[src/design/swept_box_collision_resolve_macros.svh]
// assertion macros shared by the swept box collision resolve rtl
// included by the modules that carry checks; no other dependencies
`ifndef SWEPT_BOX_COLLISION_RESOLVE_MACROS_SVH
`define SWEPT_BOX_COLLISION_RESOLVE_MACROS_SVH
`ifndef SYNTHESIS
// same-cycle implication, disabled while reset is high
`define SBCR_ASSERT_NOW(name, clk, rst, ante, cons) \
   name: assert property (@(posedge clk) disable iff (rst) (ante) |-> (cons)) \
      else $error("sbcr assertion failed");
// next-cycle implication, disabled while reset is high
`define SBCR_ASSERT_NEXT(name, clk, rst, ante, cons) \
   name: assert property (@(posedge clk) disable iff (rst) (ante) |=> (cons)) \
      else $error("sbcr assertion failed");
`else
`define SBCR_ASSERT_NOW(name, clk, rst, ante, cons)
`define SBCR_ASSERT_NEXT(name, clk, rst, ante, cons)
`endif
`endif

[src/design/sbcr_pkg.sv]
// shared types, constants and vector helpers for the swept box collision resolve
// used by sbcr_axis and swept_box_collision_resolve; no dependencies
package sbcr_pkg;

   localparam int COORD_BITS  = 21;
   localparam int VEC_BITS    = 63;
   localparam int MODE_BITS   = 2;
   localparam int MARGIN_BITS = 4;
   localparam int ADDR_BITS   = 3;
   localparam int DATA_BITS   = 32;
   localparam int REG_IDX_BITS = 1;

   typedef logic signed [COORD_BITS-1:0] coord_type;
   typedef logic signed [COORD_BITS:0]   sum_type;
   typedef logic signed [COORD_BITS+2:0] wide_type;
   typedef logic [VEC_BITS-1:0]          vec_type;
   typedef logic [MODE_BITS-1:0]         mode_type;
   typedef logic [MARGIN_BITS-1:0]       margin_type;
   typedef logic [REG_IDX_BITS-1:0]      reg_idx_type;

   // resolve modes
   localparam mode_type MODE_ALL   = 2'd0;
   localparam mode_type MODE_FIRST = 2'd1;

   // register indexes
   localparam reg_idx_type REG_MODE   = 1'b0;
   localparam reg_idx_type REG_MARGIN = 1'b1;

   localparam margin_type MARGIN_RESET = 4'd1;

   localparam wide_type COORD_MAX = wide_type'((64'sd1 <<< (COORD_BITS-1)) - 64'sd1);
   localparam wide_type COORD_MIN = -COORD_MAX - wide_type'(1);

   // per-axis operands of one box pair
   typedef struct packed {
      coord_type p;
      coord_type q;
      coord_type b;
      coord_type bp;
      coord_type ml;
      coord_type mh;
      coord_type bl;
      coord_type bh;
   } axis_in_type;

   typedef struct packed {
      logic      hit_max;
      logic      hit_min;
      coord_type coord;
   } axis_res_type;

   function automatic coord_type vec_unpack(vec_type w, int a);
      return w[a*COORD_BITS +: COORD_BITS];
   endfunction

   function automatic vec_type vec_pack(coord_type x, coord_type y, coord_type z);
      vec_type r;
      r = '0;
      r[COORD_BITS-1:0]              = x;
      r[2*COORD_BITS-1:COORD_BITS]   = y;
      r[3*COORD_BITS-1:2*COORD_BITS] = z;
      return r;
   endfunction

   function automatic coord_type sat_coord(wide_type v);
      if (v > COORD_MAX) begin
         return coord_type'(COORD_MAX);
      end else if (v < COORD_MIN) begin
         return coord_type'(COORD_MIN);
      end
      return coord_type'(v);
   endfunction

endpackage

[src/design/sbcr_axis.sv]
// one axis of the swept box test: side overlap, face crossing and push-out
// depends on sbcr_pkg
module sbcr_axis
   import sbcr_pkg::*;
(
   input  axis_in_type  own,
   input  axis_in_type  side_a,
   input  axis_in_type  side_b,
   input  logic         active,
   input  logic         detect,
   input  margin_type   margin,
   output axis_res_type res
);

   function automatic sum_type add2(coord_type a, coord_type b);
      return sum_type'(a) + sum_type'(b);
   endfunction

   function automatic logic overlap(axis_in_type s);
      return (add2(s.b, s.bh) >= add2(s.p, s.ml)) && (add2(s.b, s.bl) <= add2(s.p, s.mh));
   endfunction

   logic     tested;
   logic     cross_max;
   logic     cross_min;
   wide_type marg_w;
   wide_type target_max;
   wide_type target_min;

   always_comb begin
      tested    = active && overlap(side_a) && overlap(side_b);
      cross_max = tested && (add2(own.bp, own.bh) <= add2(own.q, own.ml))
                         && (add2(own.b, own.bh) >= add2(own.p, own.ml));
      // max face wins when both faces were crossed
      cross_min = tested && !cross_max
                         && (add2(own.bp, own.bl) >= add2(own.q, own.mh))
                         && (add2(own.b, own.bl) <= add2(own.p, own.mh));
      marg_w     = wide_type'({1'b0, margin});
      target_max = wide_type'(own.b) + wide_type'(own.bh) - wide_type'(own.ml) + marg_w;
      target_min = wide_type'(own.b) + wide_type'(own.bl) - wide_type'(own.mh) - marg_w;

      res.hit_max = cross_max;
      res.hit_min = cross_min;
      if (detect) begin
         res.coord = own.p;
      end else if (cross_max) begin
         res.coord = sat_coord(target_max);
      end else if (cross_min) begin
         res.coord = sat_coord(target_min);
      end else begin
         res.coord = own.p;
      end
   end

endmodule

[src/design/swept_box_collision_resolve.sv]
// swept box collision resolve top level: input register, x/z/y axis chain,
// result register and csr block; depends on sbcr_pkg, sbcr_axis and the macros
//
// usage:
//   req channel carries one mover/block box pair per item (eight packed vectors
//   of three signed coordinates); rsp channel returns the pushed mover position,
//   a hit flag and six face flags. both channels use valid/stall; an item moves
//   at a clock edge with valid high and stall low.
//   an accepted item goes from the input register to the result register, which
//   drives rsp. throughput: one item per cycle while rsp_stall is low, set by the
//   single x-z-y adder/compare chain between the input and result registers.
//   when rsp_stall is high the result register holds; the input register still
//   takes one more item, after which req_stall rises until the result leaves.
//   csr: apb-style, register 0 resolve mode at 0x0, register 1 push margin at
//   0x4; write only while no item is in flight. pready is always high.
//   reset (synchronous) empties both registers and sets mode 0, margin 1.
`include "swept_box_collision_resolve_macros.svh"
module swept_box_collision_resolve
   import sbcr_pkg::*;
(
   input  logic                 clock,
   input  logic                 reset,
   input  logic                 req_valid,
   output logic                 req_stall,
   input  vec_type              req_mover_pos,
   input  vec_type              req_mover_prev,
   input  vec_type              req_block_pos,
   input  vec_type              req_block_prev,
   input  vec_type              req_mover_lo,
   input  vec_type              req_mover_hi,
   input  vec_type              req_block_lo,
   input  vec_type              req_block_hi,
   output logic                 rsp_valid,
   input  logic                 rsp_stall,
   output vec_type              rsp_new_pos,
   output logic                 rsp_any_hit,
   output logic                 rsp_hit_right,
   output logic                 rsp_hit_left,
   output logic                 rsp_hit_far,
   output logic                 rsp_hit_near,
   output logic                 rsp_hit_top,
   output logic                 rsp_hit_bottom,
   input  logic                 psel,
   input  logic                 penable,
   input  logic                 pwrite,
   input  logic [ADDR_BITS-1:0] paddr,
   input  logic [DATA_BITS-1:0] pwdata,
   output logic [DATA_BITS-1:0] prdata,
   output logic                 pready
);

   mode_type   mode_ff;
   margin_type margin_ff;

   logic    in_valid_ff,  in_valid_in;
   logic    out_valid_ff, out_valid_in;
   logic    in_open, out_open;
   vec_type mp_ff, mq_ff, bp_ff, bq_ff, ml_ff, mh_ff, bl_ff, bh_ff;

   vec_type    new_pos_ff, new_pos_in;
   logic [5:0] hits_ff, hits_in;
   logic       any_ff, any_in;

   reg_idx_type  reg_idx;
   logic         detect;
   logic         stop_first;
   axis_in_type  ax_in [3];
   axis_in_type  x_own, x_sa, x_sb;
   axis_in_type  z_own, z_sa, z_sb;
   axis_in_type  y_own, y_sa, y_sb;
   axis_res_type x_res, z_res, y_res;
   logic         z_active, y_active;
   vec_type      mover_clean;

   // csr port
   assign pready  = 1'b1;
   assign reg_idx = paddr[ADDR_BITS-1:2];

   always_ff @(posedge clock) begin
      if (reset) begin
         mode_ff   <= MODE_ALL;
         margin_ff <= MARGIN_RESET;
      end else if (psel && penable && pwrite) begin
         case (reg_idx)
            REG_MODE:   mode_ff   <= pwdata[MODE_BITS-1:0];
            REG_MARGIN: margin_ff <= pwdata[MARGIN_BITS-1:0];
            default: ;
         endcase
      end
   end

   always_comb begin
      prdata = '0;
      case (reg_idx)
         REG_MODE:   prdata[MODE_BITS-1:0]   = mode_ff;
         REG_MARGIN: prdata[MARGIN_BITS-1:0] = margin_ff;
         default:    prdata = '0;
      endcase
   end

   // flow control
   assign out_open     = !out_valid_ff || !rsp_stall;
   assign in_open      = !in_valid_ff || out_open;
   assign req_stall    = !in_open;
   assign in_valid_in  = in_open ? req_valid : in_valid_ff;
   assign out_valid_in = out_open ? in_valid_ff : out_valid_ff;

   always_ff @(posedge clock) begin
      if (reset) begin
         in_valid_ff  <= 1'b0;
         out_valid_ff <= 1'b0;
      end else begin
         in_valid_ff  <= in_valid_in;
         out_valid_ff <= out_valid_in;
      end
   end

   always_ff @(posedge clock) begin
      if (in_open && req_valid) begin
         mp_ff <= req_mover_pos;
         mq_ff <= req_mover_prev;
         bp_ff <= req_block_pos;
         bq_ff <= req_block_prev;
         ml_ff <= req_mover_lo;
         mh_ff <= req_mover_hi;
         bl_ff <= req_block_lo;
         bh_ff <= req_block_hi;
      end
   end

   // per-axis operands from the input register
   always_comb begin
      for (int a = 0; a < 3; a++) begin
         ax_in[a].p  = vec_unpack(mp_ff, a);
         ax_in[a].q  = vec_unpack(mq_ff, a);
         ax_in[a].b  = vec_unpack(bp_ff, a);
         ax_in[a].bp = vec_unpack(bq_ff, a);
         ax_in[a].ml = vec_unpack(ml_ff, a);
         ax_in[a].mh = vec_unpack(mh_ff, a);
         ax_in[a].bl = vec_unpack(bl_ff, a);
         ax_in[a].bh = vec_unpack(bh_ff, a);
      end
   end

   assign detect     = mode_ff[1];
   assign stop_first = (mode_ff == MODE_FIRST);

   // axis order x, z, y; later axes see the pushed coordinates
   always_comb begin
      x_own = ax_in[0];
      x_sa  = ax_in[1];
      x_sb  = ax_in[2];

      z_own   = ax_in[2];
      z_sa    = ax_in[0];
      z_sa.p  = x_res.coord;
      z_sb    = ax_in[1];

      y_own   = ax_in[1];
      y_sa    = ax_in[2];
      y_sa.p  = z_res.coord;
      y_sb    = ax_in[0];
      y_sb.p  = x_res.coord;

      z_active = !((x_res.hit_max || x_res.hit_min) && (detect || stop_first));
      y_active = z_active && !((z_res.hit_max || z_res.hit_min) && (detect || stop_first));
   end

   sbcr_axis u_axis_x (
      .own    (x_own),
      .side_a (x_sa),
      .side_b (x_sb),
      .active (1'b1),
      .detect (detect),
      .margin (margin_ff),
      .res    (x_res)
   );

   sbcr_axis u_axis_z (
      .own    (z_own),
      .side_a (z_sa),
      .side_b (z_sb),
      .active (z_active),
      .detect (detect),
      .margin (margin_ff),
      .res    (z_res)
   );

   sbcr_axis u_axis_y (
      .own    (y_own),
      .side_a (y_sa),
      .side_b (y_sb),
      .active (y_active),
      .detect (detect),
      .margin (margin_ff),
      .res    (y_res)
   );

   always_comb begin
      new_pos_in = vec_pack(x_res.coord, y_res.coord, z_res.coord);
      // right, left, far, near, top, bottom
      hits_in    = {y_res.hit_min, y_res.hit_max, z_res.hit_min, z_res.hit_max,
                    x_res.hit_min, x_res.hit_max};
      any_in     = |hits_in;
      mover_clean = vec_pack(ax_in[0].p, ax_in[1].p, ax_in[2].p);
   end

   always_ff @(posedge clock) begin
      if (out_open && in_valid_ff) begin
         new_pos_ff <= new_pos_in;
         hits_ff    <= hits_in;
         any_ff     <= any_in;
      end
   end

   assign rsp_valid      = out_valid_ff;
   assign rsp_new_pos    = new_pos_ff;
   assign rsp_any_hit    = any_ff;
   assign rsp_hit_right  = hits_ff[0];
   assign rsp_hit_left   = hits_ff[1];
   assign rsp_hit_far    = hits_ff[2];
   assign rsp_hit_near   = hits_ff[3];
   assign rsp_hit_top    = hits_ff[4];
   assign rsp_hit_bottom = hits_ff[5];

   // stop-at-first and detect-only flag at most one face
   `SBCR_ASSERT_NOW(a_single_face, clock, reset, in_valid_ff && mode_ff != MODE_ALL, $countones(hits_in) <= 1)
   // no item reports both faces of one axis
   `SBCR_ASSERT_NOW(a_one_face_per_axis, clock, reset, in_valid_ff, !(hits_in[0] && hits_in[1]) && !(hits_in[2] && hits_in[3]) && !(hits_in[4] && hits_in[5]))
   // a miss leaves the mover where it was
   `SBCR_ASSERT_NOW(a_miss_keeps_pos, clock, reset, in_valid_ff && !any_in, new_pos_in == mover_clean)
   // detect-only never moves the mover
   `SBCR_ASSERT_NOW(a_detect_no_push, clock, reset, in_valid_ff && detect, new_pos_in == mover_clean)
   // an item in the input register reaches the result register when it is open
   `SBCR_ASSERT_NEXT(a_item_advances, clock, reset, in_valid_ff && out_open, out_valid_ff)

endmodule

[config.mk]
export PLATFORM = sky130hd
export DESIGN_NAME = swept_box_collision_resolve
export DESIGN_NICKNAME = d
export VERILOG_FILES = /design/src/design/sbcr_pkg.sv /design/src/design/sbcr_axis.sv /design/src/design/swept_box_collision_resolve.sv
export VERILOG_INCLUDE_DIRS = /design/src /design/src/design
export SDC_FILE = /design/constraint.sdc
export NUM_CORES = 2
export LEC_CHECK = 0
export BUFFER_PORTS_ARGS = -buffer_cell sky130_fd_sc_hd__buf_2
export CAP_MARGIN = 20
export CORE_MARGIN = 2
export CORE_UTILIZATION = 50
export CTS_CLUSTER_DIAMETER = 60
export CTS_CLUSTER_SIZE = 40
export DETAILED_ROUTE_END_ITERATION = 10
export PLACE_DENSITY = 0.76
export SLEW_MARGIN = 5
export SYNTH_ARGS = -nofsm -noshare
export SYNTH_HDL_FRONTEND = slang
export SYNTH_SLANG_ARGS = --single-unit
export TNS_END_PERCENT = 50
[constraint.sdc]
create_clock -name clock -period 61.4 [get_ports clock]
set_clock_uncertainty 0.2 [all_clocks]
set_input_delay 12.28 -clock clock [delete_from_list [all_inputs] [get_ports clock]]
set_output_delay 12.28 -clock clock [all_outputs]
set_load 0.01 [all_outputs]
Yosys cells after proc, flatten, opt, wreduce, memory -nomap -nowiden:

Index checks and enable logic that the tools add are counted.

* reductions and logical operators: 48
* muxes and demuxes: 56
* magnitude comparators: 28
* add/sub/neg operators: 46
* bitwise logic cells: 1
* equality and inequality tests: 1

Operators with widths (count)
* 21-bit by 21-bit adder with 22-bit output: 34
* 21-bit 2-to-1 mux: 27
* 22-bit greater-or-equal comparator: 8
* 22-bit <= comparator: 8
* 24-bit by 21-bit greater-than comparator with 1-bit output, second input constant: 6
* 24-bit by 21-bit < comparator with 1-bit output, second input constant: 6
* 22-bit by 21-bit subtractor with 23-bit output: 6
* 24-bit by 5-bit adder with 24-bit output: 3
* 24-bit by 5-bit subtractor with 24-bit output: 3
* 1-bit logical AND: 31
* 1-bit 2-to-1 mux: 27
* 1-bit zero test: 9
* 6-bit OR reduction: 1
* 1-bit logical OR: 5
* 2-bit case mux with 2 select lines: 1
* 2-bit AND reduction: 2
* 2-bit by 1-bit equality test with 1-bit output, second input constant: 1
* 2-bit 2-to-1 mux: 1
* 1-bit NOT: 1

* output and inout port bits: 105
* register bits after elaboration: 582
* logic and storage cells: 195
* bits of input ports: 546

Logic depth before layout (Yosys ltp):

* depth in word-level cells: 53
* gate-level depth with buffers: 86
* gate-level depth less buffers: 83

Modules after synthesis:

From an unflattened synthesis, not the netlist that was laid out.

* cell total of the unflattened synthesis: 9935
* area total of the unflattened synthesis: 87118.6 um2

Modules (own cells, without submodules)
* sbcr_axis (u_axis_x): cells each 3146, area each 23431.2 um2, sequential area each 0.0 um2, instances 1
* sbcr_axis (u_axis_z): cells each 3099, area each 22929.5 um2, sequential area each 0.0 um2, instances 1
* sbcr_axis (u_axis_y): cells each 3040, area each 22888.2 um2, sequential area each 0.0 um2, instances 1
* swept_box_collision_resolve: cells each 650, area each 17869.6 um2, sequential area each 17396.7 um2, instances 1

Worst setup path before layout:

Ideal clock, no wire load.

* kind: in2reg
* start: input port rsp_stall
* end: register bh_ff[0] (enable)
* setup time: 1.438 ns
* cell stages on the path: 2
* required time: 59.762 ns
* path buffers: 0
* data arrival time: 34.594 ns
* path slack: 25.168 ns
* path through: and3_1 nor2b_1

* cells in the longest elaborated chain, start to end: 4

RTL lines
* start: declaration: RTL line swept_box_collision_resolve.sv:34 `input logic rsp_stall,`
* 1-bit zero test: RTL line swept_box_collision_resolve.sv:102 `assign out_open = !out_valid_ff || !rsp_stall;`
* 1-bit logical OR: RTL line swept_box_collision_resolve.sv:102
* 1-bit logical OR: RTL line swept_box_collision_resolve.sv:103 `assign in_open = !in_valid_ff || out_open;`
* 1-bit logical AND: RTL line swept_box_collision_resolve.sv:119 `if (in_open && req_valid) begin`
* end signal: assignment: RTL line swept_box_collision_resolve.sv:127 `bh_ff <= req_block_hi;`
* end: declaration: RTL line swept_box_collision_resolve.sv:58 `vec_type mp_ff, mq_ff, bp_ff, bq_ff, ml_ff, mh_ff, bl_ff, bh_ff;`

No other way between the ends.
A chain may end at the register's enable or synchronous reset.

Worst setup path in the final report:

* start: input port rsp_stall
* end: output port req_stall

* cells in the longest elaborated chain, start to end: 4

RTL lines
* 1-bit zero test: RTL line swept_box_collision_resolve.sv:102
* 1-bit logical OR: RTL line swept_box_collision_resolve.sv:102
* 1-bit logical OR: RTL line swept_box_collision_resolve.sv:103
* 1-bit zero test: RTL line swept_box_collision_resolve.sv:104 `assign req_stall = !in_open;`
* end: declaration: RTL line swept_box_collision_resolve.sv:24 `output logic req_stall,`

No other way between the ends.

==> metrics.md <==
| Metric | Value |
|---|---|
| Core Util, Final | `55.9%` |
| # fillers | `between 10,000 and 15,000` |
| Clk pin slew, worst setup/hold paths | `roughly 0.07 ns` |
| Worst R2R Path Depth | `81` |
| Setup-violating endpoint count in the final report | `0` |
| Worst Path Required | `around 49 ns` |
| CTS Root Cell | `clkbuf_16` |
| First-pass GRT wire length | `321,000 um` |
| CP endpoint kind | `output pin` |
| Port Buf Inserts | `a little under 600` |
| Final period utilization | `approximately two fifths` |
| H-tree levels | `2` |
| RSZ-0062 raised after global routing | `false` |
| Most frequent cell after synthesis | `ha_1` |
| ANT nets after route | `0` |
| Max Cap Viol | `0` |
| Synth area leaders | `edfxtp_1 (26%), ha_1 (21%), xnor2_1 (5.2%), fa_1 (4.9%), a21oi_1 (4.4%)` |
| Kind of critical path | `in -> out` |
| TritonRoute pass-1 iters | `6` |
| Final min period | `25.73 ns` |
| Synth top area share | `a little over a quarter` |
| First DRT Iteration DRCs | `5,128` |
| Reg-to-reg slack, setup | `about 36 ns` |
| Ys async rst share | `0%` |
| Post-DP Area | `70,700 um^2` |
| Crit start category | `input pin` |
| Ys flop type | `edfxtp_1` |
| Crit-path max FO | `4` |
| # rows | `approximately 130` |
| Synth top cells by count | `ha_1 (1,106), inv_1 (733), a21oi_1 (583)` |
| Placer Congestion | `1.03` |
| IO Pins | `~650` |
| # DRC | `0` |
| DR vias/cell | `~6.0` |
| Final Hold Violating Endpoints | `0` |
| Number of global-route vias before repair | `55,200` |
| Area Growth Syn to Fin | `11.3%` |
| Ys Warns | `0` |
| TritonCTS clock tree | `yes` |
| Outcome | `complete, no violations` |
| Power Density | `approximately 27 nW/um^2` |
| Worst skew pair latency | `0.72 ns` |
| Largest net degree at the start of global routing | `150` |
| Number of synthesized flops with an enable pin | `~570` |
| Hold Path Class | `reg -> reg` |
| Post-CTS Setup Inserts | `0` |
| Slew @ Worst Pin | `1.19 ns` |
| Storage cell area | `approximately 17,000 um^2` |
| Fmax | `38.9 MHz` |
| Layout cells sized above 1 | `a little under an eighth` |
| Clock sink count | `about 580` |
| Fin. max-slew vios | `0` |
| Post-Syn Area per Cell | `approximately 9.3 um^2` |
| Core box area | `~130,000 um^2` |
| TritonCTS Buffers | `61` |
| Die Ht | `between 300 and 400 um` |
| Hold Path Depth | `2` |
| Worst vdd ir | `29.8 uV` |
| Via count | `between 50,000 and 60,000` |
| Multi-input gate area | `roughly 45,000 um^2` |
| WP data arrival | `between 10 and 15 ns` |
| Worst slew margin | `19.7%` |
| Cts hold-fix bufs | `0` |
| Hpwl dp | `between 150,000 and 200,000 um` |
| P_leak | `~34 nW` |
| Setup TNS | `0 ns` |
| Die X | `approximately 370 um` |
| Initial antenna violation count | `15` |
| GRT Util Overall | `a little under a third` |
| Yosys cell types | `between 100 and 150` |
| Sequential area share after synthesis | `between 20% and 30%` |
| Nets@finish | `between 9,000 and 10,000` |
| Synth Instances | `between 7,000 and 8,000` |
| Full die area | `about 130,000 um^2` |
| Initial Utilization | `50.2%` |
| Mapped Area | `~66,000 um^2` |
| Cell taking the most area after synthesis | `edfxtp_1` |
| Grt total ovfl | `0` |
| Yosys reg bits | `just under 600` |
| Longest Clk Path Bufs | `3` |
| Final wirelength | `about 220,000 um` |
| Finished Cell Area | `73,200 um^2` |
| WL/cell | `about 23 um` |
| Post-CTS resize count | `0` |
[worst paths after layout]
kind	start	to
max	rsp_stall	req_stall
min	mode_ff[0]	mode_ff[0]
max reg2reg	mh_ff[22]	rsp_new_pos[34]
min reg2reg	mode_ff[0]	mode_ff[0]
[cell families after synthesis]
logic type	after synthesis	synth area share [%]
muxes	21	0.331
other	2	0.0114
buffers and inverters	817	4.96
and+or+nand+nor	1794	13.9
AOI/OAI and AO/OA	1923	19.6
adders and majority gates	1267	25.9
xor gates and xnor gates	666	8.87
DFF	582	26.5
[metrics by stage]
step,hold WS [ns],power [mW],worst slack (ns),instances
after global placement,0.263,1.51,35.67,9382
after CTS,0.331,1.98,35.66,9496
final,0.338,1.99,35.67,9511
after floorplan,0.244,1.27,25.17,7099
after global routing,0.363,2.13,35.63,9499
after detailed placement,0.309,1.54,35.66,9382
[state kept, by name (all words and copies together), names as in the netlist, 2 cells and up]
name	cells
bh_ff	63
mover_clean	63
ml_ff	63
mh_ff	63
margin_ff	4
bp_ff	63
bl_ff	63
bq_ff	63
hits_ff	6
rsp_new_pos	63
mq_ff	63
mode_ff	2
[per-layer routing]
layer	GRT usage (%)	wire, um	up-vias	share of wire [%]
li1	-	-	27200	-
met1	41.2	91100	27000	42
met2	51.0	98300	2301	45
met3	4.14	17000	440	7.8
met4	13.5	10400	2	4.8
met5	0	19	-	0.0088
[critical path: stages]
cell,delay [ns]
buf_2,0.13
and3_1,0.58
buf_2,0.25
[cell type report]
class,instances,share of cell area (%)
antenna,14,0.0479
clock buffer,62,2.09
clock inverter,52,1.26
inverter,734,3.76
multi-input combinational,5700,61.8
sequential,582,23.8
tap,1755,3.00
timing repair buffer,612,4.27
[power by group]
group / internal [mW] / total [mW] / switching, mW / leakage, nW
clock network: 0.219 / 0.435 / 0.216 / 1.16
logic: 0.427 / 1.05 / 0.624 / 26.9
registers: 0.468 / 0.505 / 0.0376 / 5.64
[placed cells by master, fill, tap and decap left out, types with 46 or more instances in the layout]
cell       netlist  routed
a31oi_1         71      71
nand2_1        347     347
a21oi_1        583     583
o21bai_1       128     128
or2_2           48      48
o21a_1          98      98
nor3_1         191     191
fa_1           160     160
nor2b_1        119     118
edfxtp_1       574     574
or3_1           46      46
ha_1          1106    1106
clkbuf_16        0      61
xor2_1         279     279
nor2_1         477     477
nand3_1        153     153
o21ai_0        309     309
inv_1          733     733
a211oi_1        67      66
a21o_1         202     202
nand4_1         77      77
and3_1          88      88
xnor2_1        387     387
buf_2           15     591
nand2b_1        87      87
(Power assumes the default switching activity.)
